<file path="src/sv/trial_division_prime_counter_unit_assert.svh">
// Assertion helpers used by the top-level RTL file.
`ifndef TRIAL_DIVISION_PRIME_COUNTER_UNIT_ASSERT_SVH
`define TRIAL_DIVISION_PRIME_COUNTER_UNIT_ASSERT_SVH

// Same-cycle implication, checked out of reset.
`define TDPC_ASSERT_NOW(label, clk, rst, ante, cons) \
   label: assert property (@(posedge clk) disable iff (rst) (ante) |-> (cons)) \
      else $error("tdpc assertion failed");

// Next-cycle implication, checked out of reset.
`define TDPC_ASSERT_NEXT(label, clk, rst, ante, cons) \
   label: assert property (@(posedge clk) disable iff (rst) (ante) |=> (cons)) \
      else $error("tdpc assertion failed");

`endif

</file>
<file path="src/sv/tdpc_pkg.sv">
`default_nettype none

package tdpc_pkg;

   localparam int VALUE_BITS  = 16;
   localparam int COUNT_BITS  = 16;
   localparam int TOTAL_BITS  = 16;
   // magnitude of a positive value: the sign bit is dropped
   localparam int MAG_BITS    = VALUE_BITS - 1;
   // (d+1)^2 for the last divisor tried stays below 2^(MAG_BITS+1)
   localparam int SQ_BITS     = MAG_BITS + 1;
   localparam int BIT_CNT_BITS = $clog2(MAG_BITS);
   localparam int CALC_BITS   = (COUNT_BITS > TOTAL_BITS) ? COUNT_BITS : TOTAL_BITS;
   // power of two, so the queue pointers wrap on their own
   localparam int QUEUE_DEPTH = 2;
   localparam int QPTR_BITS   = $clog2(QUEUE_DEPTH);

   localparam logic [COUNT_BITS-1:0] COUNT_MAX = {COUNT_BITS{1'b1}};
   localparam logic [TOTAL_BITS-1:0] TOTAL_MAX = {TOTAL_BITS{1'b1}};

   typedef enum logic {
      CLS_NOT_PRIME,
      CLS_SEARCH
   } cls_type;

   typedef struct packed {
      logic [MAG_BITS-1:0] mag;
      cls_type             cls;
      logic                last_item;
   } item_type;

   function automatic logic [TOTAL_BITS-1:0] sat_total(input logic [COUNT_BITS-1:0] count);
      logic [CALC_BITS-1:0] wide;
      wide = CALC_BITS'(count);
      if (wide > CALC_BITS'(TOTAL_MAX)) begin
         return TOTAL_MAX;
      end else begin
         return wide[TOTAL_BITS-1:0];
      end
   endfunction

endpackage

`default_nettype wire

</file>
<file path="src/sv/tdpc_front.sv">
`default_nettype none

module tdpc_front (
   input  wire logic                              req_valid,
   output logic                                   req_ready,
   input  wire logic [tdpc_pkg::VALUE_BITS-1:0]   req_value,
   input  wire logic                              req_last_item,
   output logic                                   push_valid,
   input  wire logic                              push_ready,
   output tdpc_pkg::item_type                     push_item
);

   logic                              negative;
   logic [tdpc_pkg::MAG_BITS-1:0]     mag;

   assign negative = req_value[tdpc_pkg::VALUE_BITS-1];
   assign mag      = req_value[tdpc_pkg::VALUE_BITS-2:0];

   assign req_ready  = push_ready;
   assign push_valid = req_valid;

   // negative, zero and one never enter the divisor search
   always_comb begin
      push_item.mag       = mag;
      push_item.last_item = req_last_item;
      if (negative || (mag <= tdpc_pkg::MAG_BITS'(1))) begin
         push_item.cls = tdpc_pkg::CLS_NOT_PRIME;
      end else begin
         push_item.cls = tdpc_pkg::CLS_SEARCH;
      end
   end

endmodule

`default_nettype wire

</file>
<file path="src/sv/tdpc_queue.sv">
`default_nettype none

module tdpc_queue (
   input  wire logic                 clock,
   input  wire logic                 reset,
   input  wire logic                 push_valid,
   output logic                      push_ready,
   input  wire tdpc_pkg::item_type   push_item,
   output logic                      pop_valid,
   input  wire logic                 pop_ready,
   output tdpc_pkg::item_type        pop_item
);

   tdpc_pkg::item_type                  entry_ff [tdpc_pkg::QUEUE_DEPTH];
   logic [tdpc_pkg::QPTR_BITS-1:0]      wr_ptr_ff, wr_ptr_in;
   logic [tdpc_pkg::QPTR_BITS-1:0]      rd_ptr_ff, rd_ptr_in;
   logic [tdpc_pkg::QPTR_BITS:0]        fill_ff, fill_in;
   logic                                do_push, do_pop;

   assign push_ready = (fill_ff != (tdpc_pkg::QPTR_BITS+1)'(tdpc_pkg::QUEUE_DEPTH));
   assign pop_valid  = (fill_ff != '0);
   assign pop_item   = entry_ff[rd_ptr_ff];
   assign do_push    = push_valid && push_ready;
   assign do_pop     = pop_valid && pop_ready;

   always_comb begin
      wr_ptr_in = do_push ? wr_ptr_ff + 1'b1 : wr_ptr_ff;
      rd_ptr_in = do_pop  ? rd_ptr_ff + 1'b1 : rd_ptr_ff;
      fill_in   = fill_ff;
      if (do_push && !do_pop) begin
         fill_in = fill_ff + 1'b1;
      end else if (do_pop && !do_push) begin
         fill_in = fill_ff - 1'b1;
      end
   end

   always_ff @(posedge clock) begin
      if (do_push) begin
         entry_ff[wr_ptr_ff] <= push_item;
      end
   end

   always_ff @(posedge clock) begin
      if (reset) begin
         wr_ptr_ff <= '0;
         rd_ptr_ff <= '0;
         fill_ff   <= '0;
      end else begin
         wr_ptr_ff <= wr_ptr_in;
         rd_ptr_ff <= rd_ptr_in;
         fill_ff   <= fill_in;
      end
   end

endmodule

`default_nettype wire

</file>
<file path="src/sv/tdpc_back.sv">
`default_nettype none

module tdpc_back (
   input  wire logic                              clock,
   input  wire logic                              reset,
   input  wire logic                              pop_valid,
   output logic                                   pop_ready,
   input  wire tdpc_pkg::item_type                pop_item,
   output logic                                   rsp_valid,
   input  wire logic                              rsp_ready,
   output logic                                   rsp_is_prime,
   output logic [tdpc_pkg::TOTAL_BITS-1:0]        rsp_prime_total,
   output logic                                   rsp_list_done
);

   typedef enum logic [2:0] {
      ST_IDLE,
      ST_TEST,
      ST_DIVIDE,
      ST_REMAIN,
      ST_FINISH
   } state_type;

   state_type                              state_ff, state_in;
   logic [tdpc_pkg::MAG_BITS-1:0]          mag_ff, mag_in;
   logic                                   last_ff, last_in;
   logic                                   prime_ff, prime_in;
   logic [tdpc_pkg::MAG_BITS-1:0]          div_ff, div_in;
   logic [tdpc_pkg::SQ_BITS-1:0]           dsq_ff, dsq_in;
   logic [tdpc_pkg::MAG_BITS-1:0]          rem_ff, rem_in;
   logic [tdpc_pkg::MAG_BITS-1:0]          shift_ff, shift_in;
   logic [tdpc_pkg::BIT_CNT_BITS-1:0]      bit_ff, bit_in;
   logic [tdpc_pkg::COUNT_BITS-1:0]        count_ff, count_in;
   logic                                   rsp_valid_ff, rsp_valid_in;
   logic                                   rsp_prime_ff, rsp_prime_in;
   logic [tdpc_pkg::TOTAL_BITS-1:0]        rsp_total_ff, rsp_total_in;
   logic                                   rsp_done_ff, rsp_done_in;

   logic [tdpc_pkg::MAG_BITS:0]            trial;
   logic [tdpc_pkg::MAG_BITS:0]            div_ext;
   logic [tdpc_pkg::MAG_BITS:0]            diff;
   logic                                   out_free;
   logic [tdpc_pkg::COUNT_BITS-1:0]        total;

   // one restoring-division step: bring down the next bit of the value
   assign trial   = {rem_ff, shift_ff[tdpc_pkg::MAG_BITS-1]};
   assign div_ext = {1'b0, div_ff};
   assign diff    = trial - div_ext;

   assign out_free  = !rsp_valid_ff || rsp_ready;
   assign total     = (prime_ff && (count_ff != tdpc_pkg::COUNT_MAX)) ?
                      count_ff + 1'b1 : count_ff;
   assign pop_ready = (state_ff == ST_IDLE);

   always_comb begin
      state_in     = state_ff;
      mag_in       = mag_ff;
      last_in      = last_ff;
      prime_in     = prime_ff;
      div_in       = div_ff;
      dsq_in       = dsq_ff;
      rem_in       = rem_ff;
      shift_in     = shift_ff;
      bit_in       = bit_ff;
      count_in     = count_ff;
      rsp_valid_in = rsp_valid_ff && !rsp_ready;
      rsp_prime_in = rsp_prime_ff;
      rsp_total_in = rsp_total_ff;
      rsp_done_in  = rsp_done_ff;
      case (state_ff)
         ST_IDLE: begin
            if (pop_valid) begin
               mag_in   = pop_item.mag;
               last_in  = pop_item.last_item;
               prime_in = 1'b0;
               div_in   = tdpc_pkg::MAG_BITS'(2);
               dsq_in   = tdpc_pkg::SQ_BITS'(4);
               if (pop_item.cls == tdpc_pkg::CLS_SEARCH) begin
                  state_in = ST_TEST;
               end else begin
                  state_in = ST_FINISH;
               end
            end
         end
         ST_TEST: begin
            // past the square root with no divisor found
            if (dsq_ff > {1'b0, mag_ff}) begin
               prime_in = 1'b1;
               state_in = ST_FINISH;
            end else begin
               rem_in   = '0;
               shift_in = mag_ff;
               bit_in   = '0;
               state_in = ST_DIVIDE;
            end
         end
         ST_DIVIDE: begin
            if (trial >= div_ext) begin
               rem_in = diff[tdpc_pkg::MAG_BITS-1:0];
            end else begin
               rem_in = trial[tdpc_pkg::MAG_BITS-1:0];
            end
            shift_in = shift_ff << 1;
            bit_in   = bit_ff + 1'b1;
            if (bit_ff == tdpc_pkg::BIT_CNT_BITS'(tdpc_pkg::MAG_BITS - 1)) begin
               state_in = ST_REMAIN;
            end
         end
         ST_REMAIN: begin
            if (rem_ff == '0) begin
               state_in = ST_FINISH;
            end else begin
               // (d+1)^2 = d^2 + 2d + 1
               dsq_in   = dsq_ff + {div_ff, 1'b1};
               div_in   = div_ff + 1'b1;
               state_in = ST_TEST;
            end
         end
         ST_FINISH: begin
            if (out_free) begin
               rsp_valid_in = 1'b1;
               rsp_prime_in = prime_ff;
               rsp_total_in = tdpc_pkg::sat_total(total);
               rsp_done_in  = last_ff;
               count_in     = last_ff ? '0 : total;
               state_in     = ST_IDLE;
            end
         end
         default: begin
            state_in = ST_IDLE;
         end
      endcase
   end

   always_ff @(posedge clock) begin
      if (reset) begin
         state_ff     <= ST_IDLE;
         count_ff     <= '0;
         rsp_valid_ff <= 1'b0;
      end else begin
         state_ff     <= state_in;
         count_ff     <= count_in;
         rsp_valid_ff <= rsp_valid_in;
         mag_ff       <= mag_in;
         last_ff      <= last_in;
         prime_ff     <= prime_in;
         div_ff       <= div_in;
         dsq_ff       <= dsq_in;
         rem_ff       <= rem_in;
         shift_ff     <= shift_in;
         bit_ff       <= bit_in;
         rsp_prime_ff <= rsp_prime_in;
         rsp_total_ff <= rsp_total_in;
         rsp_done_ff  <= rsp_done_in;
      end
   end

   assign rsp_valid       = rsp_valid_ff;
   assign rsp_is_prime    = rsp_prime_ff;
   assign rsp_prime_total = rsp_total_ff;
   assign rsp_list_done   = rsp_done_ff;

endmodule

`default_nettype wire

</file>
<file path="src/sv/trial_division_prime_counter_unit.sv">
// Channel   Direction  Handshake              Payload
// req       in         req_valid/req_ready    req_value, req_last_item
// rsp       out        rsp_valid/rsp_ready    rsp_is_prime, rsp_prime_total, rsp_list_done
//
// Values that are negative, zero or one skip the divisor search and go straight to a result.
// Other values try divisors 2 up to at most floor(sqrt(n)) in turn, one remainder
// bit per cycle in the restoring divider, and stop at the first exact divisor;
// the worst case is a prime near 32767.
// A two-entry queue lets req take items while the divider is busy.
// Reset is synchronous and clears the queue, the running count and rsp_valid.
`default_nettype none
`include "trial_division_prime_counter_unit_assert.svh"

module trial_division_prime_counter_unit (
   input  wire logic                              clock,
   input  wire logic                              reset,
   input  wire logic                              req_valid,
   output logic                                   req_ready,
   input  wire logic [tdpc_pkg::VALUE_BITS-1:0]   req_value,
   input  wire logic                              req_last_item,
   output logic                                   rsp_valid,
   input  wire logic                              rsp_ready,
   output logic                                   rsp_is_prime,
   output logic [tdpc_pkg::TOTAL_BITS-1:0]        rsp_prime_total,
   output logic                                   rsp_list_done
);

   logic                  push_valid, push_ready;
   tdpc_pkg::item_type    push_item;
   logic                  pop_valid, pop_ready;
   tdpc_pkg::item_type    pop_item;

   tdpc_front u_front (
      .req_valid     (req_valid),
      .req_ready     (req_ready),
      .req_value     (req_value),
      .req_last_item (req_last_item),
      .push_valid    (push_valid),
      .push_ready    (push_ready),
      .push_item     (push_item)
   );

   tdpc_queue u_queue (
      .clock      (clock),
      .reset      (reset),
      .push_valid (push_valid),
      .push_ready (push_ready),
      .push_item  (push_item),
      .pop_valid  (pop_valid),
      .pop_ready  (pop_ready),
      .pop_item   (pop_item)
   );

   tdpc_back u_back (
      .clock           (clock),
      .reset           (reset),
      .pop_valid       (pop_valid),
      .pop_ready       (pop_ready),
      .pop_item        (pop_item),
      .rsp_valid       (rsp_valid),
      .rsp_ready       (rsp_ready),
      .rsp_is_prime    (rsp_is_prime),
      .rsp_prime_total (rsp_prime_total),
      .rsp_list_done   (rsp_list_done)
   );

   // a prime result always counts itself
   `TDPC_ASSERT_NOW(a_prime_counted, clock, reset, rsp_valid && rsp_is_prime, rsp_prime_total != '0)
   // a transferred request is held in the queue on the next cycle
   `TDPC_ASSERT_NEXT(a_req_queued, clock, reset, req_valid && req_ready, pop_valid)

endmodule

`default_nettype wire

</file>
<file path="config.mk">
export PLATFORM = sky130hd
export DESIGN_NAME = trial_division_prime_counter_unit
export DESIGN_NICKNAME = d
export VERILOG_FILES = /design/src/sv/tdpc_pkg.sv /design/src/sv/tdpc_front.sv /design/src/sv/tdpc_queue.sv /design/src/sv/tdpc_back.sv /design/src/sv/trial_division_prime_counter_unit.sv
export VERILOG_INCLUDE_DIRS = /design/src /design/src/sv
export SDC_FILE = /design/constraint.sdc
export NUM_CORES = 1
export LEC_CHECK = 0
export ABC_AREA = 1
export CORE_AREA = 2 2 131 133
export CTS_BUF_LIST = sky130_fd_sc_hd__clkbuf_8 sky130_fd_sc_hd__clkbuf_16
export DETAILED_ROUTE_END_ITERATION = 10
export DIE_AREA = 0 0 133 135
export DONT_BUFFER_PORTS = 1
export PLACE_DENSITY_LB_ADDON = 0.15
export REMOVE_ABC_BUFFERS = 1
export SYNTH_ARGS = -nofsm -noshare
export SYNTH_HDL_FRONTEND = slang
export SYNTH_HIERARCHICAL = 1
export SYNTH_SLANG_ARGS = --single-unit
export TNS_END_PERCENT = 5
</file>
<file path="constraint.sdc">
create_clock -name clock -period 3.7 [get_ports clock]
set_input_delay 0.74 -clock clock [delete_from_list [all_inputs] [get_ports clock]]
set_output_delay 0.74 -clock clock [all_outputs]
set_load 0.01 [all_outputs]
</file>
==> summary.txt <==
GRT
  • Total congestion overflow: 0
  • Global-route wire length before repair: 29.30 mm
  • Largest net degree at the start of global routing: 39
  • Vias in the first global route: 6032
  • Initial antenna violation count: 0
  • Total routing usage reported by global routing: 20.78%

Yosys
  • Synth Area in Adders: under 10%
  • Share of synthesized area spent on multiplexers: 2.569%
  • Post-synthesis sequential area ratio: 50.76%
  • Share of the synthesized area in the top cell type: a little under half
  • Largest area contributor in the synthesized netlist: edfxtp_1
  • Cell with the most instances after synthesis: nand2_1
  • Yosys warnings: 6
  • Gate count after technology mapping: approximately 970
  • Top_reg_cell synth: edfxtp_1
  • Netlist area before placement: 8914 um2
  • Register bit total from synthesis: about 160
  • EDFF count, synth: roughly 130
  • List of most frequent post-synthesis cells: nand2_1, edfxtp_1, inv_1, nor2_1, a21oi_1
  • Post-synthesis async set-or-reset flop share: 0%
  • Share of the synthesized area in compound gates (AO/OA/AOI/OAI): between 10% and 20%
  • Distinct cell type count of the synthesized netlist: 47
  • Share of the synthesized netlist area taken by xor and xnor gates: 2.162%
  • Dominant combinational cell family by area after synthesis: simple AND/OR/NAND/NOR gates
  • Main area contributors after synthesis: edfxtp_1, nand2_1, ha_1
  • Simple-gate portion of the synthesized area: 17.46%
  • Syn_area_per_cell: 9.208 um2

Placed design
  • Instance area at placement: between 9000 and 10000 um2
  • Final Wtd Congestion: 0.9040
  • Port-buffer cells: 0
  • Final HPWL DP: 12.79 mm
  • Total instance count after detailed placement: 1159

Pwr
  • Total power divided by cell area: just over 800 nW/um2
  • Largest voltage drop on the vdd net: 0.4257 mV
  • Leakage power: around 3.9 nW
  • Design Power: 7.711 mW

Floorplanning
  • Die height: 135 um
  • Placeable core region: 16410 um2
  • Site Rows: 47
  • Die width: 133 um
  • Number of top-level design ports: approximately 40
  • Initial cell density of the core: 54.33%
  • Die Outline Area: 17960 um2

Clock tree
  • Total CTS buffers: 17
  • Post-CTS Setup Inserts: 0
  • Longest Clk Path Bufs: 2
  • Master cell of the clock root buffer: clkbuf_16
  • Count of hold buffers inserted by post-cts repair: 0
  • Count of instances resized after the clock tree is built: 0
  • Clock slew at the register clock pins of the worst setup and hold paths: 0.07 ns
  • # clock sinks: 159
  • H-tree levels: 4
  • Clock network latency to the later pin of the worst-skew pair: 0.43 ns
  • TritonCTS clock tree: yes

Setup path
  • Critical path fanouts, max: 23
  • Most common cell type on the critical path: a21oi_1
  • Setup slack of the most critical reg-to-reg path: a little under 1 ns
  • Worst Setup End Kind: register
  • Required time at the endpoint of the critical path: 3.97 ns
  • Delay of the slowest critical-path stage: 0.45 ns
  • Launch point of the worst path: u_back/div_ff[9]$_SDFFCE_PP0P_
  • Cell family contributing the most delay on the critical path: compound AO/OA/AOI/OAI gates
  • Critical-path cell with the highest stage delay: edfxtp_1
  • Startpoint type of the worst setup path: register
  • Sequence of cells on the critical path: inv_1, ha_1, a21oi_1, o21ai_0, a21oi_1, nand3_2, inv_1, nand2_1, a21oi_1
  • Critical setup path kind: reg -> reg
  • Total buffers and inverters traversed by the critical path: 2
  • Startpoint of the worst register-to-register path: u_back/div_ff[9]$_SDFFCE_PP0P_
  • WP data arrival: 3.01 ns

Drt
  • Number of vias in the routed layout: 6273
  • DRC violation count after routing: 0
  • Uppermost layer routed: met4
  • Routed wire length per instance: 14.74 um
  • Met3 Routed Length: 736 um
  • Number of nets with antenna violations after routing: 0
  • Length of routed wiring on met1: 8.052 mm
  • DR vias/cell: 5.267
  • Count of TritonRoute iterations in the first routing pass: 4
  • Wire length after detailed routing: 17.55 mm
  • Violation count after the first detailed-route iteration: about 400
  • Met2 wire length: around 8.5 mm

Final layout
  • Area used by multi-input combinational logic: approximately 3700 um2
  • Ant diodes: 0
  • Final net count: 1030
  • Number of inserted filler cells in the final layout: roughly 1500
  • Design area: 9589 um2
  • Reg area: 4524 um2
  • Area growth from synthesis to layout: 7.580%
  • Fraction of layout instances using a drive strength above 1: 8.857%
  • Count of placed standard cells in the final layout, fillers left out: between 1000 and 1500
  • Final design utilization: 58.45%

Timing
  • Final hold violation count: 0
  • Pins over their slew limit: 0
  • Worst rel slew slack: around a third
  • Unrepaired setup endpoints after global routing: false
  • Ratio of final minimum period to clock period: 73.97%
  • Peak clock frequency supported by timing: around 370 MHz
  • Total setup violations reported at the end of the flow: 0
  • Final TNS setup: 0 ns
  • Clock tree skew after final layout: 0.01394 ns
  • Final critical path time including I/O delays and setup: 2.737 ns
  • Worst Max-Slew Pin Slew: 1.004 ns

Outcome
  • Run status: finished clean

Worst hold path
  • Hold WC Path Type: in -> reg
  • Hold wc startpoint: reset

Flow run
  • # Max-Cap Violations: 0
[final timing paths]
kind,endpoint,depth (start not counted)
max reg2reg,u_back/rem_ff[0]$_SDFFCE_PN0P_,9
min reg2reg,u_back/count_ff[15]$_SDFFE_PP0P_,2
min,u_back/count_ff[2]$_SDFFE_PP0P_,1
max,u_back/rem_ff[0]$_SDFFCE_PN0P_,9
[sequential cells by signal, summed over array words and instances, names as in the netlist, 2 cells and up, named ones only]
signal and flops:
u_back/bit_ff 4, u_queue/entry_ff 34, u_back/rsp_prime_total 16, u_back/shift_ff 15
u_back/mag_ff 15, u_back/dsq_ff 16, u_back/rem_ff 15, u_queue/fill_ff 2
u_back/div_ff 15, u_back/count_ff 16, u_back/state_ff 3
[layout make-up]
| class | count | share of cell area (%) |
|---|---|---|
| Timing Repair Buffer | 9 | 0.8351 |
| Tap cell | 220 | 2.871 |
| Inverter | 127 | 4.971 |
| Sequential cell | 159 | 47.18 |
| Clock inverter | 15 | 1.631 |
| Multi-Input combinational cell | 644 | 38.07 |
| Clock buffer | 17 | 4.436 |
[per-layer routing]
| metal | GRT usage (%) | vias to the layer above |
|---|---|---|
| li1 | - | 3246 |
| met4 | 5.615 | 0 |
| met2 | 35.18 | 126 |
| met5 | 0 | - |
| met3 | 5.330 | 15 |
| met1 | 26.68 | 2886 |
[power breakdown]
group / leakage (nW) / internal, mW / total [mW] / switching, mW
logic: 2.12 / 1.10 / 3.11 / 2.01
registers: 1.45 / 2.57 / 2.92 / 0.350
clock network: 0.291 / 0.897 / 1.68 / 0.783
[cell usage in the layout, fill, tap and decap left out, types with 17 or more instances in the layout]
cell and count:
clkbuf_16 17, nor3_1 18, nor2_1 93, o21ai_0 57
nand2_1 193, inv_1 121, edfxtp_1 134, nand3_1 42
dfxtp_1 25, a21oi_1 82, ha_1 49
[metrics by stage]
step / worst slack (ns) / hold WS, ns
after detailed placement: 0.9578 / 0.4642
after CTS: 0.9305 / 0.3414
after global routing: 0.6545 / 0.3312
final: 0.9629 / 0.3574
after floorplan: 0.6808 / 0.4483
after global placement: 0.9775 / 0.4677
[kinds of logic (layout without fill, tap and decap cells)]
group | count (synthesis) | after routing
adders and majority gates | 51 | 51
muxes | 17 | 17
AOI/OAI and AO/OA | 183 | 183
xor gates and xnor gates | 22 | 22
buffers and inverters | 165 | 168
DFF | 159 | 159
and+or+nand+nor | 371 | 371
Note: power is estimated with default switching activity, not from simulation.
